File: src/design/i2cm_pkg.sv
// Shared types, codes and constants of the I2C master byte engine.
package i2cm_pkg;

   localparam int unsigned TicksW   = 16;
   localparam int unsigned TimeoutW = 8;
   localparam int unsigned CsrIdxW  = 1;
   localparam int unsigned CsrDataW = 16;

   localparam logic [TicksW-1:0]   TICKS_RESET   = 16'd100;
   localparam logic [TimeoutW-1:0] TIMEOUT_RESET = 8'd250;

   localparam logic [CsrIdxW-1:0] CSR_TICKS_PER_UNIT = 1'd0;
   localparam logic [CsrIdxW-1:0] CSR_ACK_TIMEOUT    = 1'd1;

   localparam logic [2:0] FUNC_TICK  = 3'd0;
   localparam logic [2:0] FUNC_START = 3'd1;
   localparam logic [2:0] FUNC_STOP  = 3'd2;
   localparam logic [2:0] FUNC_WRITE = 3'd3;
   localparam logic [2:0] FUNC_READ  = 3'd4;

   typedef struct packed {
      logic [2:0] func;
      logic [7:0] data_byte;
      logic       send_ack;
      logic       sda_in;
   } req_item_type;

   typedef struct packed {
      logic       scl;
      logic       sda_out;
      logic       sda_drive;
      logic       busy_res;
      logic       done_res;
      logic [7:0] read_byte;
      logic       ack_missing;
   } rsp_item_type;

   typedef struct packed {
      logic [TicksW-1:0]   ticks_per_unit;
      logic [TimeoutW-1:0] ack_timeout;
   } cfg_type;

endpackage

File: src/design/i2cm_seq.sv
// Pin sequencer: engine state registers and the per-item next-state logic.
module i2cm_seq (
   input  logic                  clock,
   input  logic                  reset,
   input  logic                  step,
   input  i2cm_pkg::req_item_type item,
   input  i2cm_pkg::cfg_type      cfg,
   output i2cm_pkg::rsp_item_type result
);

   typedef enum logic [3:0] {
      PH_IDLE, PH_ST_HI, PH_ST_LO, PH_SP_A, PH_SP_B, PH_SP_C,
      PH_WR_LOW, PH_WR_HIGH, PH_AK_LOW, PH_AK_HIGH, PH_POLL,
      PH_RD_LOW, PH_RD_HIGH, PH_AC_A, PH_AC_B
   } phase_type;

   phase_type                    phase_ff, phase_in;
   logic [3:0]                   bit_ff, bit_in;
   logic [7:0]                   shift_ff, shift_in;
   logic [i2cm_pkg::TicksW-1:0]  delay_ff, delay_in;
   logic [8:0]                   poll_ff, poll_in;
   logic [1:0]                   units_ff, units_in;
   logic                         scl_ff, scl_in;
   logic                         sda_ff, sda_in_nx;
   logic                         drv_ff, drv_in;
   logic                         ackc_ff, ackc_in;
   logic                         miss_ff, miss_in;
   logic [7:0]                   last_ff, last_in;

   logic                         finished;
   logic [i2cm_pkg::TicksW-1:0]  unit;
   logic [i2cm_pkg::TicksW:0]    delay_inc;
   logic [1:0]                   units_dec;
   logic [3:0]                   bit_inc;
   logic [7:0]                   shift_rd;
   logic                         is_cmd;

   always_comb begin
      phase_in  = phase_ff;
      bit_in    = bit_ff;
      shift_in  = shift_ff;
      delay_in  = delay_ff;
      poll_in   = poll_ff;
      units_in  = units_ff;
      scl_in    = scl_ff;
      sda_in_nx = sda_ff;
      drv_in    = drv_ff;
      ackc_in   = ackc_ff;
      miss_in   = miss_ff;
      last_in   = last_ff;
      finished  = 1'b0;

      unit      = (cfg.ticks_per_unit == '0) ? i2cm_pkg::TicksW'(1) : cfg.ticks_per_unit;
      delay_inc = {1'b0, delay_ff} + (i2cm_pkg::TicksW+1)'(1);
      units_dec = (units_ff != 2'd0) ? units_ff - 2'd1 : 2'd0;
      bit_inc   = bit_ff + 4'd1;
      shift_rd  = {shift_ff[6:0], item.sda_in};
      is_cmd    = (item.func == i2cm_pkg::FUNC_START) || (item.func == i2cm_pkg::FUNC_STOP) ||
                  (item.func == i2cm_pkg::FUNC_WRITE) || (item.func == i2cm_pkg::FUNC_READ);

      if (phase_ff == PH_IDLE && is_cmd) begin
         miss_in  = 1'b0;
         bit_in   = 4'd0;
         poll_in  = 9'd0;
         delay_in = '0;
         case (item.func)
            i2cm_pkg::FUNC_START: begin
               scl_in    = 1'b1;
               drv_in    = 1'b1;
               sda_in_nx = 1'b1;
               units_in  = 2'd2;
               phase_in  = PH_ST_HI;
            end
            i2cm_pkg::FUNC_STOP: begin
               scl_in    = 1'b0;
               drv_in    = 1'b1;
               sda_in_nx = 1'b0;
               units_in  = 2'd2;
               phase_in  = PH_SP_A;
            end
            i2cm_pkg::FUNC_WRITE: begin
               shift_in = item.data_byte;
               scl_in   = 1'b0;
               units_in = 2'd1;
               phase_in = PH_WR_LOW;
            end
            default: begin
               ackc_in   = item.send_ack;
               shift_in  = 8'd0;
               scl_in    = 1'b0;
               drv_in    = 1'b0;
               sda_in_nx = 1'b1;
               units_in  = 2'd2;
               phase_in  = PH_RD_LOW;
            end
         endcase
      end else if (phase_ff == PH_POLL) begin
         if (!item.sda_in) begin
            scl_in   = 1'b0;
            phase_in = PH_IDLE;
            units_in = 2'd0;
            delay_in = '0;
            finished = 1'b1;
         end else if (poll_ff > {1'b0, cfg.ack_timeout}) begin
            // No acknowledge in time: flag it and run a stop sequence.
            miss_in   = 1'b1;
            scl_in    = 1'b0;
            drv_in    = 1'b1;
            sda_in_nx = 1'b0;
            units_in  = 2'd2;
            delay_in  = '0;
            phase_in  = PH_SP_A;
         end else begin
            poll_in = poll_ff + 9'd1;
         end
      end else if (phase_ff != PH_IDLE) begin
         if (delay_inc >= {1'b0, unit}) begin
            delay_in = '0;
            units_in = units_dec;
            if (units_dec == 2'd0) begin
               case (phase_ff)
                  PH_ST_HI: begin
                     drv_in    = 1'b1;
                     sda_in_nx = 1'b0;
                     units_in  = 2'd2;
                     phase_in  = PH_ST_LO;
                  end
                  PH_ST_LO: begin
                     scl_in   = 1'b0;
                     phase_in = PH_IDLE;
                     finished = 1'b1;
                  end
                  PH_SP_A: begin
                     scl_in   = 1'b1;
                     units_in = 2'd1;
                     phase_in = PH_SP_B;
                  end
                  PH_SP_B: begin
                     drv_in    = 1'b1;
                     sda_in_nx = 1'b1;
                     units_in  = 2'd2;
                     phase_in  = PH_SP_C;
                  end
                  PH_WR_LOW: begin
                     drv_in    = 1'b1;
                     sda_in_nx = shift_ff[7];
                     shift_in  = {shift_ff[6:0], 1'b0};
                     scl_in    = 1'b1;
                     units_in  = 2'd2;
                     phase_in  = PH_WR_HIGH;
                  end
                  PH_WR_HIGH: begin
                     bit_in   = bit_inc;
                     scl_in   = 1'b0;
                     units_in = 2'd1;
                     if (bit_inc < 4'd8) begin
                        phase_in = PH_WR_LOW;
                     end else begin
                        drv_in    = 1'b0;
                        sda_in_nx = 1'b1;
                        phase_in  = PH_AK_LOW;
                     end
                  end
                  PH_AK_LOW: begin
                     scl_in   = 1'b1;
                     units_in = 2'd1;
                     phase_in = PH_AK_HIGH;
                  end
                  PH_AK_HIGH: begin
                     // First poll happens on the tick that ends the high phase.
                     if (!item.sda_in) begin
                        scl_in   = 1'b0;
                        poll_in  = 9'd0;
                        phase_in = PH_IDLE;
                        finished = 1'b1;
                     end else begin
                        poll_in  = 9'd1;
                        phase_in = PH_POLL;
                     end
                  end
                  PH_RD_LOW: begin
                     scl_in   = 1'b1;
                     units_in = 2'd2;
                     phase_in = PH_RD_HIGH;
                  end
                  PH_RD_HIGH: begin
                     shift_in = shift_rd;
                     bit_in   = bit_inc;
                     scl_in   = 1'b0;
                     units_in = 2'd2;
                     if (bit_inc < 4'd8) begin
                        drv_in    = 1'b0;
                        sda_in_nx = 1'b1;
                        phase_in  = PH_RD_LOW;
                     end else begin
                        last_in   = shift_rd;
                        drv_in    = 1'b1;
                        sda_in_nx = ~ackc_ff;
                        phase_in  = PH_AC_A;
                     end
                  end
                  PH_AC_A: begin
                     scl_in   = 1'b1;
                     units_in = 2'd2;
                     phase_in = PH_AC_B;
                  end
                  PH_AC_B: begin
                     scl_in   = 1'b0;
                     phase_in = PH_IDLE;
                     finished = 1'b1;
                  end
                  default: begin
                     phase_in = PH_IDLE;
                     finished = 1'b1;
                  end
               endcase
            end
         end else begin
            delay_in = delay_inc[i2cm_pkg::TicksW-1:0];
         end
      end
   end

   always_ff @(posedge clock) begin
      if (reset) begin
         phase_ff <= PH_IDLE;
         bit_ff   <= 4'd0;
         shift_ff <= 8'd0;
         delay_ff <= '0;
         poll_ff  <= 9'd0;
         units_ff <= 2'd0;
         scl_ff   <= 1'b1;
         sda_ff   <= 1'b1;
         drv_ff   <= 1'b1;
         ackc_ff  <= 1'b0;
         miss_ff  <= 1'b0;
         last_ff  <= 8'd0;
      end else if (step) begin
         phase_ff <= phase_in;
         bit_ff   <= bit_in;
         shift_ff <= shift_in;
         delay_ff <= delay_in;
         poll_ff  <= poll_in;
         units_ff <= units_in;
         scl_ff   <= scl_in;
         sda_ff   <= sda_in_nx;
         drv_ff   <= drv_in;
         ackc_ff  <= ackc_in;
         miss_ff  <= miss_in;
         last_ff  <= last_in;
      end
   end

   always_comb begin
      result.scl         = scl_in;
      result.sda_out     = drv_in ? sda_in_nx : 1'b1;
      result.sda_drive   = drv_in;
      result.busy_res    = (phase_in != PH_IDLE);
      result.done_res    = finished;
      result.read_byte   = last_in;
      result.ack_missing = miss_in;
   end

endmodule

File: src/design/i2c_master_byte_engine.sv
// Top level of the I2C master byte engine: handshake registers and configuration.
//
//   channel   direction  handshake             payload
//   req_      in         req_valid/req_stall   i2cm_pkg::req_item_type
//   rsp_      out        rsp_valid/rsp_stall   i2cm_pkg::rsp_item_type
//   csr_      in         csr_we                csr_index, csr_wdata
//
// One item per clock cycle sustained while the result is not stalled;
// each item passes from acceptance through the input register, then the
// sequencer's next-state logic into the result register. Reset is synchronous and
// returns the pins to SCL high, SDA driven high, and the registers to
// their defaults. A stalled result holds the pipeline; the input side
// keeps accepting while the input register can still move forward.
module i2c_master_byte_engine (
   input  logic                              clock,
   input  logic                              reset,
   input  logic                              req_valid,
   output logic                              req_stall,
   input  i2cm_pkg::req_item_type             req_item,
   output logic                              rsp_valid,
   input  logic                              rsp_stall,
   output i2cm_pkg::rsp_item_type             rsp_item,
   input  logic                              csr_we,
   input  logic [i2cm_pkg::CsrIdxW-1:0]       csr_index,
   input  logic [i2cm_pkg::CsrDataW-1:0]      csr_wdata
);

   logic                    in_valid_ff;
   i2cm_pkg::req_item_type  in_item_ff;
   logic                    out_valid_ff;
   i2cm_pkg::rsp_item_type  out_item_ff;
   i2cm_pkg::cfg_type       cfg_ff;
   i2cm_pkg::rsp_item_type  step_result;
   logic                    advance;
   logic                    take;

   assign advance   = in_valid_ff && (!out_valid_ff || !rsp_stall);
   assign req_stall = in_valid_ff && !advance;
   assign take      = req_valid && !req_stall;

   always_ff @(posedge clock) begin
      if (reset) begin
         in_valid_ff  <= 1'b0;
         out_valid_ff <= 1'b0;
         cfg_ff.ticks_per_unit <= i2cm_pkg::TICKS_RESET;
         cfg_ff.ack_timeout    <= i2cm_pkg::TIMEOUT_RESET;
      end else begin
         if (!in_valid_ff || advance) begin
            in_valid_ff <= take;
         end
         if (advance) begin
            out_valid_ff <= 1'b1;
         end else if (!rsp_stall) begin
            out_valid_ff <= 1'b0;
         end
         if (csr_we) begin
            case (csr_index)
               i2cm_pkg::CSR_TICKS_PER_UNIT: cfg_ff.ticks_per_unit <= csr_wdata;
               i2cm_pkg::CSR_ACK_TIMEOUT:
                  cfg_ff.ack_timeout <= csr_wdata[i2cm_pkg::TimeoutW-1:0];
               default: ;
            endcase
         end
      end
   end

   always_ff @(posedge clock) begin
      if (take) begin
         in_item_ff <= req_item;
      end
      if (advance) begin
         out_item_ff <= step_result;
      end
   end

   i2cm_seq u_seq (
      .clock  (clock),
      .reset  (reset),
      .step   (advance),
      .item   (in_item_ff),
      .cfg    (cfg_ff),
      .result (step_result)
   );

   assign rsp_valid = out_valid_ff;
   assign rsp_item  = out_item_ff;

endmodule

File: config.mk
export PLATFORM = sky130hd
export DESIGN_NAME = i2c_master_byte_engine
export DESIGN_NICKNAME = d
export VERILOG_FILES = /design/src/design/i2cm_pkg.sv /design/src/design/i2cm_seq.sv /design/src/design/i2c_master_byte_engine.sv
export SDC_FILE = /design/constraint.sdc
export NUM_CORES = 1
export LEC_CHECK = 0
export CORE_MARGIN = 2
export CORE_UTILIZATION = 60
export DETAILED_ROUTE_END_ITERATION = 10
export DONT_BUFFER_PORTS = 1
export PLACE_DENSITY_LB_ADDON = 0.15
export SYNTH_ARGS = -nofsm -noshare
export SYNTH_HDL_FRONTEND = slang
export SYNTH_SLANG_ARGS = --single-unit
File: constraint.sdc
create_clock -name clock -period 5.05 [get_ports clock]
set_input_delay 0.2525 -clock clock [delete_from_list [all_inputs] [get_ports clock]]
set_output_delay 0.2525 -clock clock [all_outputs]
set_load 0.005 [all_outputs]
==> results of run 1 <==
final timing paths:
kind / start / end
setup / recovery: u_seq.delay_ff[0] / rsp_item[10]
hold / removal: csr_wdata[2] / cfg_ff[2]
hold reg to reg: cfg_ff[2] / cfg_ff[2]
setup reg to reg: u_seq.delay_ff[0] / rsp_item[10]
metal layers:
layer  part of all wire  vias to the layer above
met5                  0                        -
met4              0.012                        0
met3              0.062                       17
met2               0.49                      218
met1               0.43                     2508
li1                   -                     2551
critical path: cells and delay by family (launching register included):
family | cells | cell delay, ns
XOR/XNOR | 1 | 0.17
AND/OR/NAND/NOR | 6 | 1.06
adder cells (fa/ha/maj) | 2 | 0.54
flip-flops | 1 | 0.42
AO/OA/AOI/OAI | 7 | 1.66
logic make-up (layout without fill, tap and decap cells):
family | count (synthesis) | after routing
buffers and inverters | 74 | 79
AOI/OAI and AO/OA | 181 | 181
muxes | 20 | 20
and+or+nand+nor | 270 | 270
DFF | 109 | 109
xor gates and xnor gates | 19 | 19
adders and majority gates | 27 | 27
cell usage after synthesis (3+ instances only):
library cell and count:
or4_1 3, a21oi_1 58, a221o_1 7, nor2_1 43
mux2i_1 10, inv_1 31, a2111oi_2 3, clkbuf_1 26
nor4_1 8, or3_1 3, o21ai_0 30, a21o_1 6
nand2_1 86, nor2b_1 11, xor2_1 9, mux2_2 9
xnor2_1 10, edfxtp_1 27, nor2_2 3, a31oi_1 11
dfxtp_1 82, or2_2 3, o21ai_1 3, nand3_1 43
a211oi_1 4, nand2b_1 11, nand4_1 7, and3_1 8
ha_1 27, o221a_2 9, buf_2 11, nor3_1 17
o21a_1 5, o211ai_1 9, and2_1 5
final cells by class:
| type | instances | area [µm²] | area share |
|---|---|---|---|
| Timing Repair Buffer | 31 | 315 | 0.0474 |
| Clock buffer | 11 | 141 | 0.0213 |
| Inverter | 32 | 120 | 0.0181 |
| Sequential cell | 109 | 2450 | 0.369 |
| Tap cell | 136 | 170 | 0.0256 |
| Clock inverter | 5 | 41.3 | 0.00621 |
| Multi-Input combinational cell | 517 | 3400 | 0.512 |
stage by stage:
stage	util	setup slack, ns	instances	area, µm²	hold slack [ns]
after floorplan	-	1.55	700	6170	0.351
after global placement	0.608	1.14	796	6160	0.326
after detailed placement	0.608	0.941	796	6160	0.329
after CTS	0.654	0.904	840	6640	0.000442
after global routing	0.655	0.475	841	6650	0.00412
final	0.655	0.932	841	6650	0.00455
sequential cells by signal (all words and copies together) (netlist names):
| register | flops |
|---|---|
| u_seq.delay_ff | 16 |
| u_seq.shift_ff | 8 |
| rsp_item | 14 |
| u_seq.phase_ff | 4 |
| u_seq.poll_ff | 9 |
| rsp_valid | 1 |
| u_seq.drv_ff | 1 |
| u_seq.scl_ff | 1 |
| in_valid_ff | 1 |
| u_seq.miss_ff | 1 |
| u_seq.bit_ff | 4 |
| u_seq.last_ff | 8 |
| u_seq.ackc_ff | 1 |
| u_seq.units_ff | 2 |
| cfg_ff | 24 |
| u_seq.sda_ff | 1 |
| in_item_ff | 13 |
report_power, final:
| group | switching (µW) | internal, µW | total (µW) |
|---|---|---|---|
| Combinational | 142 | 86.1 | 228 |
| Sequential | 33.0 | 926 | 959 |
| Clock | 308 | 200 | 508 |
timing repair:
item / CTS / global route
setup buffers: 0 / 0
hold endpoints to repair: 65 / 1
hold buffers: 28 / 1
==> out/metrics.yaml, run 1 <==
dr.pass1.iters: 5
finalPower_uw: 1700
synth.top_cells.by_area: "dfxtp_1 (27%), edfxtp_1 (13%), ha_1 (5.5%)"
grtUsageMet2: 0.464
cts_tree: "yes"
cp-start-kind: "register"
synthCells: 700
path_class: "register to register"
cts_root_buf: "clkbuf_8"
grt_pass1_wl_um: 24800
worst_setup_path_end_kind: "register"
seq_area_frac_synth: 0.397
synth_seq_cells: 109
synthSimpleGateAreaFrac: 0.222
slew_violations: 0
grt_overflow: 0
finalHoldViolations: 0
syn_avg_cell_area_um2: 8.82
coreArea_um2: 10100
drc: 0
rsz0062_at_grt: "false"
fmax_ghz: 0.243
drtIter0Drc: 469
r2r_slack_ns: 0.93
antenna_found_initial: 0
synth_flop_cell: "dfxtp_1"
ctsResizeCount: 0
hold_depth: 2
die_w_um: 105
synth_top_family_by_area: "simple AND/OR/NAND/NOR gates"
h-tree-depth: 3
worstPathMaxFanout: 7
wl_per_cell_um: 17.8
setup_tns_ns: 0
nets: 762
track_usage: 0.276
tightest_slew_ns: 1.17
finalCritPeriodShare: 0.815
synth_edf_count: 27
cts.sinks: 109
layout_common_cells: "nand2_1 (86), dfxtp_1 (82), a21oi_1 (58), nor2_1 (43), nand3_1 (43)"
p_per_area_nw_per_um2: 255
layout-area-overhead-vs-synth_pct: 7.66
outcome: "completed"
row_count: 37
crit_path_frequent_cell: "nand3_1"
synth_cell_types: 85
io_pins: 51
rr_worst_depth: 16
setup-violations-final: 0
hold_path.class: "primary input to register"
cts_buffer_depth: 2
synth_compound_area_frac: 0.211
start_util: 0.609
clkTransAtPathRegs_ns: 0.11
async_reset_ff_frac: 0
max_cap_violations: 0
busiest_layer: "met2"
synthXorXnorAreaFrac: 0.0270
relSlewSlack: 0.221
grt_max_degree: 51
yosysWarnings: 0
cts_buffers: 9
crit_path_max_incr_delay_ns: 0.50
via_count: 5294
grt_pass1_vias: 4989
worstSkewPairLatency_ns: 0.39
syn_nets: 762
detail-route-antenna-nets: 0
syn_area_um2: 6170
cp.arrival_ns: 4.23
totalWireLength_um: 15000
avgViaCountPerCell: 6.29
grt_use_met1: 0.366
synthAdderAreaFrac: 0.0547
portBuffers: 0
worst_ep_required_time_ns: 5.17
crit_slowest_cell: "a31oi_1"
fin_skew_ns: 0.0173
synthMuxAreaShare: 0.0363
gp_congestion: 0.937
period_minus_slack_ns: 4.12
hpwlAfterDp_um: 10200
die_area_um2: 11100
n_fill_cell: 852
synth_top_cell_by_area: "dfxtp_1"
drive_above_1_share: 0.0950
diodes: 0
path_cells: "ha_1 -> nand3_1 -> nor2_4 -> nand3_1 -> nor2_1 -> nand3_1 -> xnor2_1 -> ha_1 -> a2111oi_2 -> o21ai_1 -> o21ai_2 -> o22ai_2 -> a31oi_1 -> a211oi_1 -> a2111oi_2 -> nand3_1"
use_met3: 0.0482
final_common_cell: "nand2_1"
die_h_um: 105
synth_top_area_share: 0.266
vdd_drop_max_mv: 0.200
p_leak_uw: 0.00257
Note: power is estimated with default switching activity, not from simulation.
==> run 2: changes to the inputs <==
Settings changed: CORE_UTILIZATION 60 to 58.
Clock period 5.05 ns to 3.45 ns, I/O delays scaled along.
==> out/metrics.yaml, run 2 (synthesis gave the netlist of run 1 again) <==
avgViaCountPerCell: 6.17  # -2.0%
finalCritPeriodShare: 0.966  # +0.150
max_cap_violations: 0  # unchanged
die_area_um2: 11500  # +3.3%
drive_above_1_share: 0.161  # +0.0664
path_class: "register to register"
cts_buffer_depth: 2  # unchanged
dr.pass1.iters: 6  # +1
worst_ep_required_time_ns: 3.74  # -1.43 ns
final_common_cell: "nand2_1"
grt_pass1_vias: 5161  # +3.4%
largest_register_ffs: 24  # unchanged
tightest_slew_ns: 1.13  # -0.0371 ns
drtIter0Drc: 565  # +20%
row_count: 37  # unchanged
vdd_drop_max_mv: 0.411  # +110%
grt_max_degree: 54  # +5.9%
relSlewSlack: 0.245  # +0.0241
layout-area-overhead-vs-synth_pct: 14.1
via_count: 5385  # +1.7%
grt_overflow: 0  # unchanged
cts.sinks: 109  # unchanged
start_util: 0.598  # -0.0109
totalWireLength_um: 15300  # +2.4%
outcome: "completed"
h-tree-depth: 3  # unchanged
hold_path.class: "primary input to register"
track_usage: 0.276  # +0.000531
antenna_found_initial: 0  # unchanged
rsz0062_at_grt: "true"
diodes: 0  # unchanged
p_per_area_nw_per_um2: 359  # +41%
final_cells: 873  # +3.8%
cp.arrival_ns: 3.62  # -0.61 ns
hpwlAfterDp_um: 10400  # +1.4%
slew_violations: 0  # unchanged
detail-route-antenna-nets: 0  # unchanged
coreArea_um2: 10300  # +1.8%
grt_pass1_wl_um: 25300  # +2.1%
worstPathMaxFanout: 8  # +1
dpl.cell_count: 814  # +2.3%
cts_tree: "yes"
io_pins: 51  # unchanged
p_leak_uw: 0.00277  # +7.6%
top_register: "cfg_ff"
p_sw_frac: 0.289  # +0.00319
p_sw_uw: 730  # +51%
drc: 0  # unchanged
die_w_um: 107  # +1.6%
wl_per_cell_um: 17.5  # -1.4%
finalHoldViolations: 0  # unchanged
worstSkewPairLatency_ns: 0.39  # about the same
pwr-share-clk: 0.298  # -0.002
cts_root_buf: "clkbuf_8"
setup-violations-final: 0  # unchanged
fmax_ghz: 0.300  # +24%
cp-start-kind: "register"
period_minus_slack_ns: 3.33  # -0.786 ns
fin_skew_ns: 0.0128  # -0.00452 ns
portBuffers: 0  # unchanged
gp_congestion: 0.960  # +2.4%
hold_slack_ns: 0.0929  # +0.0884 ns
cts_buffers: 9  # unchanged
clkTransAtPathRegs_ns: 0.10  # about the same
intPower_uw: 1800  # +49%
finalPower_uw: 2530  # +49%
die_h_um: 107  # +1.6%
r2r_slack_ns: 0.12  # -0.81 ns
pwr-share-comb: 0.147  # +0.012
nets: 794  # +4.2%
p_seq_frac: 0.555  # -0.010
layout_common_cells: "nand2_1 (85), dfxtp_1 (73), a21oi_1 (57), nand3_1 (41), nor2_1 (40)"
worst_setup_path_end_kind: "register"
==> run 2: path summary, 6_finish.rpt <==
path,start,endpoint,cells after the start
max,u_seq.delay_ff[1],u_seq.bit_ff[1],17
min,reset,rsp_valid,2
max reg2reg,u_seq.delay_ff[1],u_seq.bit_ff[1],17
min reg2reg,cfg_ff[2],cfg_ff[2],2
==> run 2: what timing repair did <==
action	in CTS	in global routing
hold endpoints to repair	77	0
gates resized for setup	4	27
buffers inserted	0	7
endpoints found under the setup margin	28	56
hold buffers	36	0
pin swaps	0	9
==> run 2: metrics by stage <==
stage / setup TNS, ns / cell area [µm²] / worst slack [ns] / util
detailed placement: -0.190 / 6320 / -0.0509 / 0.612
global route: -0.0548 / 7040 / -0.0180 / 0.682
CTS: 0 / 6890 / 0.000967 / 0.668
global placement: 0 / 6320 / 0.0830 / 0.612
floorplan: 0 / 6180 / 0.0397 / -
finish: 0 / 7040 / 0.118 / 0.682
==> run 2: area by class of cell <==
cell class	instances	area [µm²]
inverters	32	120
fillers	816	3280
repair buffers	63	586
flip-flops and latches	109	2470
clock inverters	6	53.8
clock buffers	10	138
well taps	136	170
multi-input cells	517	3510
==> run 2: power groups by stage <==
| stage | clock, µW | sequential [µW] | combinational (µW) |
|---|---|---|---|
| floorplan | 0 | 1400 | 260 |
| global placement | 0 | 1430 | 303 |
| detailed placement | 0 | 1430 | 308 |
| CTS | 771 | 1400 | 357 |
| global route | 823 | 1410 | 407 |
| finish | 754 | 1400 | 372 |
==> run 2: worst max-delay path: stages (launching register included) <==
cell       delay [ns]
dfxtp_2          0.36
ha_2             0.18
nand3_2          0.11
nor2_4           0.11
nand3_2          0.11
nor2_4           0.15
xor2_1           0.17
ha_1             0.27
a2111oi_2        0.38
o21ai_1          0.14
o21ai_2          0.13
o21ai_2          0.09
a31oi_4          0.25
buf_4            0.15
buf_4            0.15
nor4_1           0.08
a32o_1           0.27
a21o_1           0.14
==> run 2: layer usage <==
layer  up-vias  wire length, µm  GRT usage
met5         -                0          0
met4         0              234     0.0816
met3        22             1070     0.0584
met2       222             7000      0.429
met1      2522             7010      0.387
li1       2619                -          -
==> run 3: changes to the inputs <==
Settings changed: RECOVER_POWER from default to 50.
==> out/metrics.yaml, run 3 (synthesis gave the netlist of run 1 again) <==
largest_register_ffs: 24  # unchanged
nets: 794  # unchanged
drive_above_1_share: 0.159  # -0.00271
avgViaCountPerCell: 6.20  # +0.46%
cts_buffers: 9  # unchanged
vdd_drop_max_mv: 0.409  # -0.52%
final_common_cell: "nand2_1"
gp_congestion: 0.960  # unchanged
top_register: "cfg_ff"
final_core_util: 0.681  # -0.000727
cts.sinks: 109  # unchanged
hpwlAfterDp_um: 10400  # unchanged
path_cells: "ha_2 -> nand3_2 -> nor2_4 -> nand3_2 -> nor2_4 -> xor2_1 -> ha_1 -> a2111oi_2 -> o21ai_1 -> o21ai_2 -> o21ai_2 -> a31oi_4 -> buf_4 -> buf_4 -> nor4_1 -> a32o_1 -> a21o_1"
n_fill_cell: 820  # +0.49%
final_cells: 873  # unchanged
grt_pass1_vias: 5161  # unchanged
worstSkewPairLatency_ns: 0.40  # about the same
max_cap_violations: 1  # +1
via_count: 5410  # +0.46%
worst_setup_path_end_kind: "register"
r2r_start: "u_seq.delay_ff[1]"
drtIter0Drc: 548  # -3.0%
crit_slowest_cell: "a2111oi_2"
finalCritPeriodShare: 0.968  # +0.00195
die_area_um2: 11500  # unchanged
start_util: 0.598  # unchanged
io_pins: 51  # unchanged
postPlaceCellArea_um2: 6320  # unchanged
detail-route-antenna-nets: 0  # unchanged
path_class: "register to register"
finalHoldViolations: 0  # unchanged
setup.worst_path.end: "u_seq.bit_ff[1]"
tightest_slew_ns: 1.57  # +0.442 ns
cts_root_buf: "clkbuf_8"
grt_pass1_wl_um: 25300  # unchanged
dpl.cell_count: 814  # unchanged
fin_skew_ns: 0.0167  # +0.00391 ns
row_count: 37  # unchanged
dr.pass1.iters: 6  # unchanged
setup-violations-final: 0  # unchanged
r2r_slack_ns: 0.11  # about the same
clkTransAtPathRegs_ns: 0.12  # +0.02 ns
relSlewSlack: -0.0481  # -0.293
drc: 0  # unchanged
crit_path_max_incr_delay_ns: 0.38  # about the same
finalPower_uw: 2530  # +0.15%
die_h_um: 107  # unchanged
cts_tree: "yes"
timing.rr.end: "u_seq.bit_ff[1]"
worst_ep_required_time_ns: 3.74  # about the same
outcome: "finished, violations left"
coreArea_um2: 10300  # unchanged
layout_common_cells: "nand2_1 (85), dfxtp_1 (73), a21oi_1 (57), nand3_1 (41), nor2_1 (40)"
cts_buffer_depth: 2  # unchanged
diodes: 0  # unchanged
grt_overflow: 0  # unchanged
h-tree-depth: 3  # unchanged
portBuffers: 0  # unchanged
fmax_ghz: 0.299  # -0.20%
antenna_found_initial: 0  # unchanged
track_usage: 0.276  # unchanged
hold_path.class: "primary input to register"
layout-area-overhead-vs-synth_pct: 14.0
p_leak_uw: 0.00276  # -0.27%
period_minus_slack_ns: 3.34  # +0.00671 ns
rr_worst_depth: 17  # unchanged
totalWireLength_um: 15400  # +0.55%
rsz0062_at_grt: "true"
cp-start-kind: "register"
violations: "max-capacitance violations, max-slew violations"
slew_violations: 32  # +32
fin_area_um2: 7040  # -0.11%
grt_max_degree: 54  # unchanged
worstPathMaxFanout: 8  # unchanged
die_w_um: 107  # unchanged
p_per_area_nw_per_um2: 360  # +0.26%
wl_per_cell_um: 17.6  # +0.55%
cp.arrival_ns: 3.63  # about the same
cp-startpoint: "u_seq.delay_ff[1]"
## run 3: changes by cell type in the layout (fill, tap and decap cells not counted)
cell,delta
buf_4,-2
clkbuf_1,+2
## run 3: metrics by stage
| stage | hold WS (ns) | setup WS (ns) | setup TNS (ns) |
|---|---|---|---|
| after floorplan | 0.271 | 0.0397 | 0 |
| after global placement | 0.250 | 0.0830 | 0 |
| after detailed placement | 0.254 | -0.0509 | -0.190 |
| after CTS | 0.0919 | 0.000967 | 0 |
| after global routing | 0.0987 | -0.0180 | -0.0819 |
| final | 0.0952 | 0.111 | 0 |
## run 3: where the power goes
group          internal (µW)  switching (µW)
clock                    296             461
combinational            148             224
sequential              1360            49.8
total                   1800             734
## run 3: final cells by class
| cell class | instances | area (µm²) | area share |
|---|---|---|---|
| clock inverter | 6 | 53.8 | 0.00765 |
| timing repair buffer | 63 | 578 | 0.0822 |
| inverter | 32 | 120 | 0.0171 |
| multi-input combinational | 517 | 3510 | 0.499 |
| tap | 136 | 170 | 0.0242 |
| clock buffer | 10 | 138 | 0.0196 |
| sequential | 109 | 2470 | 0.351 |
## run 3: worst max-delay path, delay by kind of cell (launching register included)
family / cells / cell delay [ns]
fa+ha+maj: 2 / 0.45
buf+inv: 2 / 0.30
compound gates: 7 / 1.40
xor+xnor: 1 / 0.17
simple gates: 5 / 0.55
flops: 1 / 0.36
## run 3: how the worst min path moves through the flow
stage	startpoint	end	depth (start not counted)
6_report	reset	u_seq.poll_ff[1]	2
5_1_grt	reset	cfg_ff[12]	2
4_1_cts	reset	u_seq.last_ff[4]	2
3_5_place_dp	reset	rsp_valid	1
3_3_place_gp	reset	u_seq.poll_ff[1]	1
2_1_floorplan	req_item[0]	in_item_ff[0]	0
## run 3: repair_timing
item	CTS	global route
pin swaps	0	9
setup endpoints to repair	28	56
cloned	0	0
resized for setup	4	27
buffers inserted	0	7
hold endpoints to repair	77	0
hold buffers	36	0
## run 3: metal layers
metal / GRT usage / part of all wire / routed length [µm] / up-vias
met3: 0.0584 / 0.070 / 1080 / 32
met5: 0 / 0 / 0 / -
met2: 0.429 / 0.45 / 6980 / 207
met4: 0.0816 / 0.017 / 259 / 0
li1: - / - / - / 2611
met1: 0.387 / 0.46 / 7070 / 2560
